**config.mk**
```make
export PLATFORM = sky130hd
export DESIGN_NAME = ovn_scale
export DESIGN_NICKNAME = d
export VERILOG_FILES = /design/src/design/ovn_pkg.sv /design/src/design/ovn_scale.sv
export SDC_FILE = /design/constraint.sdc
export NUM_CORES = 1
export LEC_CHECK = 0
export BUFFER_PORTS_ARGS = -buffer_cell sky130_fd_sc_hd__buf_2
export CAP_MARGIN = 20
export CORE_MARGIN = 2
export CORE_UTILIZATION = 36
export DETAILED_ROUTE_END_ITERATION = 12
export SLEW_MARGIN = 40
export SYNTH_ARGS = -nofsm -noshare
export SYNTH_HDL_FRONTEND = slang
export SYNTH_SLANG_ARGS = --single-unit
```
**constraint.sdc**
```tcl
create_clock -name clk -period 5.2 [get_ports clk]
set_clock_uncertainty 0.15 [all_clocks]
set_input_delay 1.04 -clock clk [delete_from_list [all_inputs] [get_ports clk]]
set_output_delay 1.04 -clock clk [all_outputs]
set_load 0.01 [all_outputs]
```
**src/design/ovn_pkg.sv**
```systemverilog
package ovn_pkg;

  localparam int WIDTH       = 64;
  localparam int HEIGHT      = 64;
  localparam int MAX_OCTAVES = 7;

  localparam int XW        = $clog2(WIDTH);
  localparam int YW        = $clog2(HEIGHT);
  localparam int AW        = XW + YW;
  localparam int OCT_LIMIT = $clog2(WIDTH + 1);
  localparam int NOCT      = (MAX_OCTAVES < OCT_LIMIT) ? MAX_OCTAVES : OCT_LIMIT;
  localparam int KW        = (NOCT > 1) ? $clog2(NOCT) : 1;
  localparam int PW        = XW + 1;

  localparam int SEED_W    = 16;
  localparam int SCALE_W   = 32;
  localparam int BIAS_W    = 12;
  localparam int BIAS_FRAC = 8;
  localparam int OCW       = 3;
  localparam int CFG_W     = BIAS_W;
  localparam int DIVN_W    = SCALE_W + BIAS_FRAC;

  localparam int RW        = SEED_W + PW;
  localparam int TW        = SEED_W + 2 * XW + 1;
  localparam int SUM_W     = SCALE_W + $clog2(NOCT + 1);
  localparam int PROD_W    = SEED_W + SCALE_W;
  localparam int NUM_W     = PROD_W + $clog2(NOCT + 1);
  localparam int TREE_N    = 8;

  localparam int QB        = SEED_W;
  localparam int BPS       = 2;
  localparam int DIV_ST    = QB / BPS;

  localparam logic [OCW-1:0]     OC_RESET   = OCW'(5);
  localparam logic [BIAS_W-1:0]  BIAS_RESET = BIAS_W'(512);
  localparam logic [SCALE_W-1:0] SCALE_ONE  = SCALE_W'(65536);

  typedef enum logic [0:0] {
    CFG_OCTAVE_COUNT = 1'b0,
    CFG_BIAS         = 1'b1
  } cfg_idx_t;

  typedef enum logic [0:0] {
    KIND_WRITE = 1'b0,
    KIND_QUERY = 1'b1
  } kind_t;

  typedef struct packed {
    logic             busy;
    logic [NOCT-1:0]  lane_en;
    logic [SUM_W-1:0] scale_sum;
  } scale_stat_t;

endpackage

```
**src/design/ovn_scale.sv**
```systemverilog
module ovn_scale (
  input  logic                                        clk,
  input  logic                                        rst_n,
  input  logic                                        cfg_we,
  input  ovn_pkg::cfg_idx_t                           cfg_index,
  input  logic [ovn_pkg::CFG_W-1:0]                   cfg_data,
  output logic [ovn_pkg::NOCT-1:0][ovn_pkg::SCALE_W-1:0] scale,
  output ovn_pkg::scale_stat_t                        stat
);

  typedef enum logic [2:0] {
    ST_RUN = 3'b001,
    ST_DIV = 3'b010,
    ST_SUM = 3'b100
  } state_t;

  localparam int BCW = $clog2(ovn_pkg::DIVN_W);

  state_t                          state_r, state_nxt;
  logic [ovn_pkg::OCW-1:0]         oc_r, oc_nxt;
  logic [ovn_pkg::BIAS_W-1:0]      bias_r, bias_nxt;
  logic [ovn_pkg::KW-1:0]          k_r, k_nxt;
  logic [BCW-1:0]                  bit_r, bit_nxt;
  logic [ovn_pkg::DIVN_W-1:0]      num_r, num_nxt;
  logic [ovn_pkg::BIAS_W-1:0]      rem_r, rem_nxt;
  logic [ovn_pkg::DIVN_W-1:0]      quo_r, quo_nxt;
  logic [ovn_pkg::SCALE_W-1:0]     scale_r [ovn_pkg::NOCT];
  logic [ovn_pkg::SCALE_W-1:0]     scale_nxt [ovn_pkg::NOCT];
  logic [ovn_pkg::SUM_W-1:0]       sum_r, sum_nxt;

  logic [ovn_pkg::BIAS_W-1:0]      div;
  logic [ovn_pkg::BIAS_W:0]        trial;
  logic                            ge;
  logic [ovn_pkg::BIAS_W-1:0]      rem_step;
  logic [ovn_pkg::DIVN_W-1:0]      quo_step;
  logic [ovn_pkg::SCALE_W-1:0]     quo_sat;
  logic [ovn_pkg::OCW:0]           n_eff;
  logic [ovn_pkg::NOCT-1:0]        lane_en;

  always_comb begin
    div      = (bias_r == '0) ? ovn_pkg::BIAS_W'(1) : bias_r;
    trial    = {rem_r, num_r[ovn_pkg::DIVN_W-1]};
    ge       = trial >= {1'b0, div};
    rem_step = ge ? ovn_pkg::BIAS_W'(trial - {1'b0, div}) : trial[ovn_pkg::BIAS_W-1:0];
    quo_step = {quo_r[ovn_pkg::DIVN_W-2:0], ge};
    quo_sat  = (|quo_step[ovn_pkg::DIVN_W-1:ovn_pkg::SCALE_W]) ? '1
             : quo_step[ovn_pkg::SCALE_W-1:0];

    n_eff = (oc_r == '0) ? (ovn_pkg::OCW+1)'(1) : {1'b0, oc_r};
    if (n_eff > (ovn_pkg::OCW+1)'(ovn_pkg::NOCT)) begin
      n_eff = (ovn_pkg::OCW+1)'(ovn_pkg::NOCT);
    end
    for (int o = 0; o < ovn_pkg::NOCT; o++) begin
      lane_en[o] = (ovn_pkg::OCW+1)'(o) < n_eff;
    end
  end

  always_comb begin
    state_nxt = state_r;
    oc_nxt    = oc_r;
    bias_nxt  = bias_r;
    k_nxt     = k_r;
    bit_nxt   = bit_r;
    num_nxt   = num_r;
    rem_nxt   = rem_r;
    quo_nxt   = quo_r;
    scale_nxt = scale_r;
    sum_nxt   = sum_r;

    unique case (state_r)
      ST_DIV: begin
        rem_nxt = rem_step;
        num_nxt = num_r << 1;
        quo_nxt = quo_step;
        bit_nxt = bit_r + 1'b1;
        if (bit_r == BCW'(ovn_pkg::DIVN_W - 1)) begin
          scale_nxt[k_r] = quo_sat;
          bit_nxt = '0;
          rem_nxt = '0;
          quo_nxt = '0;
          num_nxt = {quo_sat, {ovn_pkg::BIAS_FRAC{1'b0}}};
          if (k_r == ovn_pkg::KW'(ovn_pkg::NOCT - 1)) begin
            state_nxt = ST_SUM;
            k_nxt     = '0;
            sum_nxt   = '0;
          end else begin
            k_nxt = k_r + 1'b1;
          end
        end
      end
      ST_SUM: begin
        sum_nxt = sum_r + (lane_en[k_r] ? ovn_pkg::SUM_W'(scale_r[k_r]) : '0);
        if (k_r == ovn_pkg::KW'(ovn_pkg::NOCT - 1)) begin
          state_nxt = ST_RUN;
        end else begin
          k_nxt = k_r + 1'b1;
        end
      end
      ST_RUN: begin
      end
      default: begin
        state_nxt = ST_DIV;
      end
    endcase

    if (cfg_we) begin
      unique case (cfg_index)
        ovn_pkg::CFG_OCTAVE_COUNT: oc_nxt   = cfg_data[ovn_pkg::OCW-1:0];
        ovn_pkg::CFG_BIAS:         bias_nxt = cfg_data[ovn_pkg::BIAS_W-1:0];
        default: begin
        end
      endcase
      state_nxt = ST_DIV;
      k_nxt     = ovn_pkg::KW'(1);
      bit_nxt   = '0;
      rem_nxt   = '0;
      quo_nxt   = '0;
      num_nxt   = {scale_r[0], {ovn_pkg::BIAS_FRAC{1'b0}}};
    end
  end

  always_ff @(posedge clk) begin
    if (!rst_n) begin
      state_r    <= ST_DIV;
      oc_r       <= ovn_pkg::OC_RESET;
      bias_r     <= ovn_pkg::BIAS_RESET;
      k_r        <= ovn_pkg::KW'(1);
      bit_r      <= '0;
      num_r      <= {ovn_pkg::SCALE_ONE, {ovn_pkg::BIAS_FRAC{1'b0}}};
      rem_r      <= '0;
      quo_r      <= '0;
      sum_r      <= '0;
      scale_r[0] <= ovn_pkg::SCALE_ONE;
    end else begin
      state_r <= state_nxt;
      oc_r    <= oc_nxt;
      bias_r  <= bias_nxt;
      k_r     <= k_nxt;
      bit_r   <= bit_nxt;
      num_r   <= num_nxt;
      rem_r   <= rem_nxt;
      quo_r   <= quo_nxt;
      sum_r   <= sum_nxt;
      scale_r <= scale_nxt;
    end
  end

  always_comb begin
    for (int o = 0; o < ovn_pkg::NOCT; o++) begin
      scale[o] = scale_r[o];
    end
    stat.busy      = state_r != ST_RUN;
    stat.lane_en   = lane_en;
    stat.scale_sum = sum_r;
  end

  a_cfg_busy: assert property (@(posedge clk) disable iff (!rst_n)
    cfg_we |=> stat.busy)
    else $error("scale sequencer did not restart after a register write");

  a_sum_hold: assert property (@(posedge clk) disable iff (!rst_n)
    !stat.busy && !cfg_we |=> $stable(sum_r))
    else $error("scale sum changed while the sequencer was idle");

  a_sum_min: assert property (@(posedge clk) disable iff (!rst_n)
    !stat.busy |-> sum_r >= ovn_pkg::SUM_W'(ovn_pkg::SCALE_ONE))
    else $error("scale sum is below the first octave scale");

  a_lane_idx: assert property (@(posedge clk) disable iff (!rst_n)
    state_r == ST_DIV |-> k_r != '0)
    else $error("division started on the first octave");

endmodule

```
==> results.cfg <==
[die]
rows = 80
core_area_mm2 = 0.0474
start_util_pct = 36.2
io_pins = 283
die_x_um = 222
dieArea_mm2 = 0.0495
die_y_um = 222

[sta]
slew_viol_final = 0
hold_viol = 0
rsz0062_at_grt = no
fin_crit_sh_pct = 87.1
tns_ns = 0
period_minus_slack_ns = 4.53
setup_violations = 0
max_slew_margin_pct = 41.2
worst-slew-pin-transition_ns = 0.873
fmax_mhz = 221

[cts]
cts_resized = 0
postCtsSetupRepairBufs = 0
cts_tree = built
cts.sinks = 369
root_buffer = clkbuf_16
cts_buffers = 40
htreeDepth = 2
clock_path_buffers = 3
hold_buffers = 0
clkTransAtPathRegs_ns = 0.06
clk_latency_ns = 0.56

[grt]
overflow = 0
first_global_vias = 13400
grt_pass1_wl_um = 82700
grt_max_degree = 67
grt_use_total_pct = 21.8
antenna_found_initial = 0

[synthesis]
ys_async_sr_fraction_pct = 0
yosys_register_bits = 369
yosysSeqAreaShare_pct = 54.2
yosys_warnings = 0
syn_nets = 1764
syn_area_per_cell_um2 = 10.1
synth.distinct_cells = 61
ys.flop_type = edfxtp_1
synth_edf_count = 192
netlist_area_mm2 = 0.0172
syn_inst = 1699

[pwr]
p_sw_uw = 1500
p_int_uw = 4940
power_switching_share_pct = 23.3
leakagePower_uw = 0.00796
p_comb_share_pct = 7.7
p_clk_share_pct = 44.1
power_uw = 6440
seqPwrFrac_pct = 48.2
ir_worst_vdd_uv = 269
p_per_area_mw_per_mm2 = 314

[drt]
drt_iter0_markers = 1105
postRouteAntennaNets = 0
firstDrtPassIters = 6
via_per_inst = 5.45
routed_wl_um = 55000
wl_per_cell_um = 21.3
post-route-drc-count = 0
route.vias.total = 14100

[critical_path]
worstSetupStartpointType = register
arrival_ns = 4.80
path_buf_inv = 0
worstPathCellList = a21oi_1, o21ai_0, o21a_1, nor2_1, ha_1, fa_1, a211oi_1, o21bai_1, a221oi_2, o21ai_1, a21oi_1, o21ai_1, xnor2_1, o21ai_0
crit_family = compound AO/OA/AOI/OAI gates
slowest_stage = dfxtp_4
critPathMaxStageDelay_ns = 0.70
crit_type = register to register
required_ns = 5.46
crit_fanout = 37
crit_path_end_kind = register

[place]
place_hpwl_um = 39400
portBuffers = 281
place.gp.congestion = 0.890

[job]
max_cap_violations = 0

[cells_and_area]
area_growth_pct = 19.4
finish.net_count = 2003
diodes = 0
drive_gt1_share_pct = 21.8

[hold_path]
worstHoldPathType = register to register

[status]
status = finished clean
## Yosys cell counts, drive strengths merged (12+ instances only)
cell type  instances  area share [%]
edfxtp           192              34
nand3             48             1.4
mux4              32             4.2
ha                47             3.4
buf               33            0.87
xnor2             22             1.1
mux2i             46             2.7
a21o              26             1.1
clkbuf            82             1.8
a211oi            67             2.9
o21ai             94             2.8
a22oi             12            0.52
nand4             15            0.55
inv               59             1.3
nor3              18            0.62
nand2            173             3.8
nor2             254             5.6
xor2              20             1.0
dfxtp            177              21
a21oi            170             5.0
o211ai            36             1.6
## worst register-to-register path, delay by kind of cell (launching register included)
family	cells	cell delay [ns]
AOI/OAI and AO/OA	10	2.61
and+or+nand+nor	1	0.14
adders and majority gates	2	0.66
DFF	1	0.70
xor gates and xnor gates	1	0.14
## power by group through the flow
stage	sequential, uW	combinational, uW	clock [uW]
floorplan	3160	385	0
global placement	3170	475	0
detailed placement	3170	493	0
CTS	3110	495	2900
global route	3110	549	3010
finish	3110	493	2840
## flip-flops by register name, indices dropped and copies added (netlist names), 6 cells and up
name and count:
bias_r 12, rem_r 12, num_r 32, sum_r 35, scale 224, quo_r 39
bit_r 6
## worst paths after layout
check / slack (ns) / start / endpoint / cells after the start
hold / removal: 0.31 / bias_r[0]$_SDFFE_PN0P_ / bias_r[0]$_SDFFE_PN0P_ / 2
setup reg to reg: 0.67 / k_r[1]$_SDFFE_PP0P_ / sum_r[30]$_SDFFE_PN0P_ / 14
setup / recovery: 0.67 / k_r[1]$_SDFFE_PP0P_ / sum_r[30]$_SDFFE_PN0P_ / 14
hold reg to reg: 0.31 / bias_r[0]$_SDFFE_PN0P_ / bias_r[0]$_SDFFE_PN0P_ / 2
## cell usage in the layout (no fill, tap or decap), drive strengths merged, types with 2 or more instances in the layout
cell      synthesis  final
inv              59     59
clkinv            0     19
mux2              2      2
clkinvlp          0      2
clkbuf           82     47
or2               2      2
xor2             20     20
mux2i            46     46
or3               7      7
a21boi            4      4
and2              4      4
nor4             10     10
and4              2      2
bufinv            0      5
and3              3      3
a31oi             3      3
edfxtp          192    192
a211oi           67     67
nor3             18     18
a21o             26     26
xnor2            22     22
a21oi           170    170
o211ai           36     36
ha               47     47
o31ai             3      3
mux4             32     32
o21a              6      6
nand3            48     48
nand2           173    173
a221oi            3      3
dfxtp           177    177
a22oi            12     12
buf              33    312
nor2            254    254
fa                2      2
o21ai            94     94
nand4            15     15
o21bai           10     10
## layout make-up
cell class                 count  area [um2]
inverter                      59         223
tap                          615         769
sequential                   369        9320
clock buffer                  47        1030
clock inverter                26         265
multi-input combinational   1156        7260
fill                        4656       26900
timing repair buffer         312        1640
## logic make-up after synthesis
group	synth area share [%]
and+or+nand+nor	13.3
AOI/OAI and AO/OA	15.8
DFF	54.2
buffers and inverters	3.95
muxes	7.01
adders and majority gates	3.66
xor gates and xnor gates	2.14
other	0.0218
## through the flow
stage          cells  hold slack (ns)  instance area [um2]  util [%]  setup WS [ns]
2_1_floorplan   1699            0.282                17200         -         0.0807
3_3_place_gp    2510            0.295                19200      40.4          0.798
3_5_place_dp    2510            0.301                19200      40.5          0.737
4_1_cts         2583            0.314                20500      43.2          0.725
5_1_grt         2584            0.332                20500      43.2          0.404
6_report        2584            0.309                20500      43.2          0.669
## routing by layer
metal,up-vias,part of all wire (%),track usage (%)
met5,-,0,0
met4,0,2.1,6.15
met3,51,7.0,4.85
met2,491,48,36.4
met1,6926,43,28.6
li1,6603,-,-
Power figures use the tool's default switching activity.
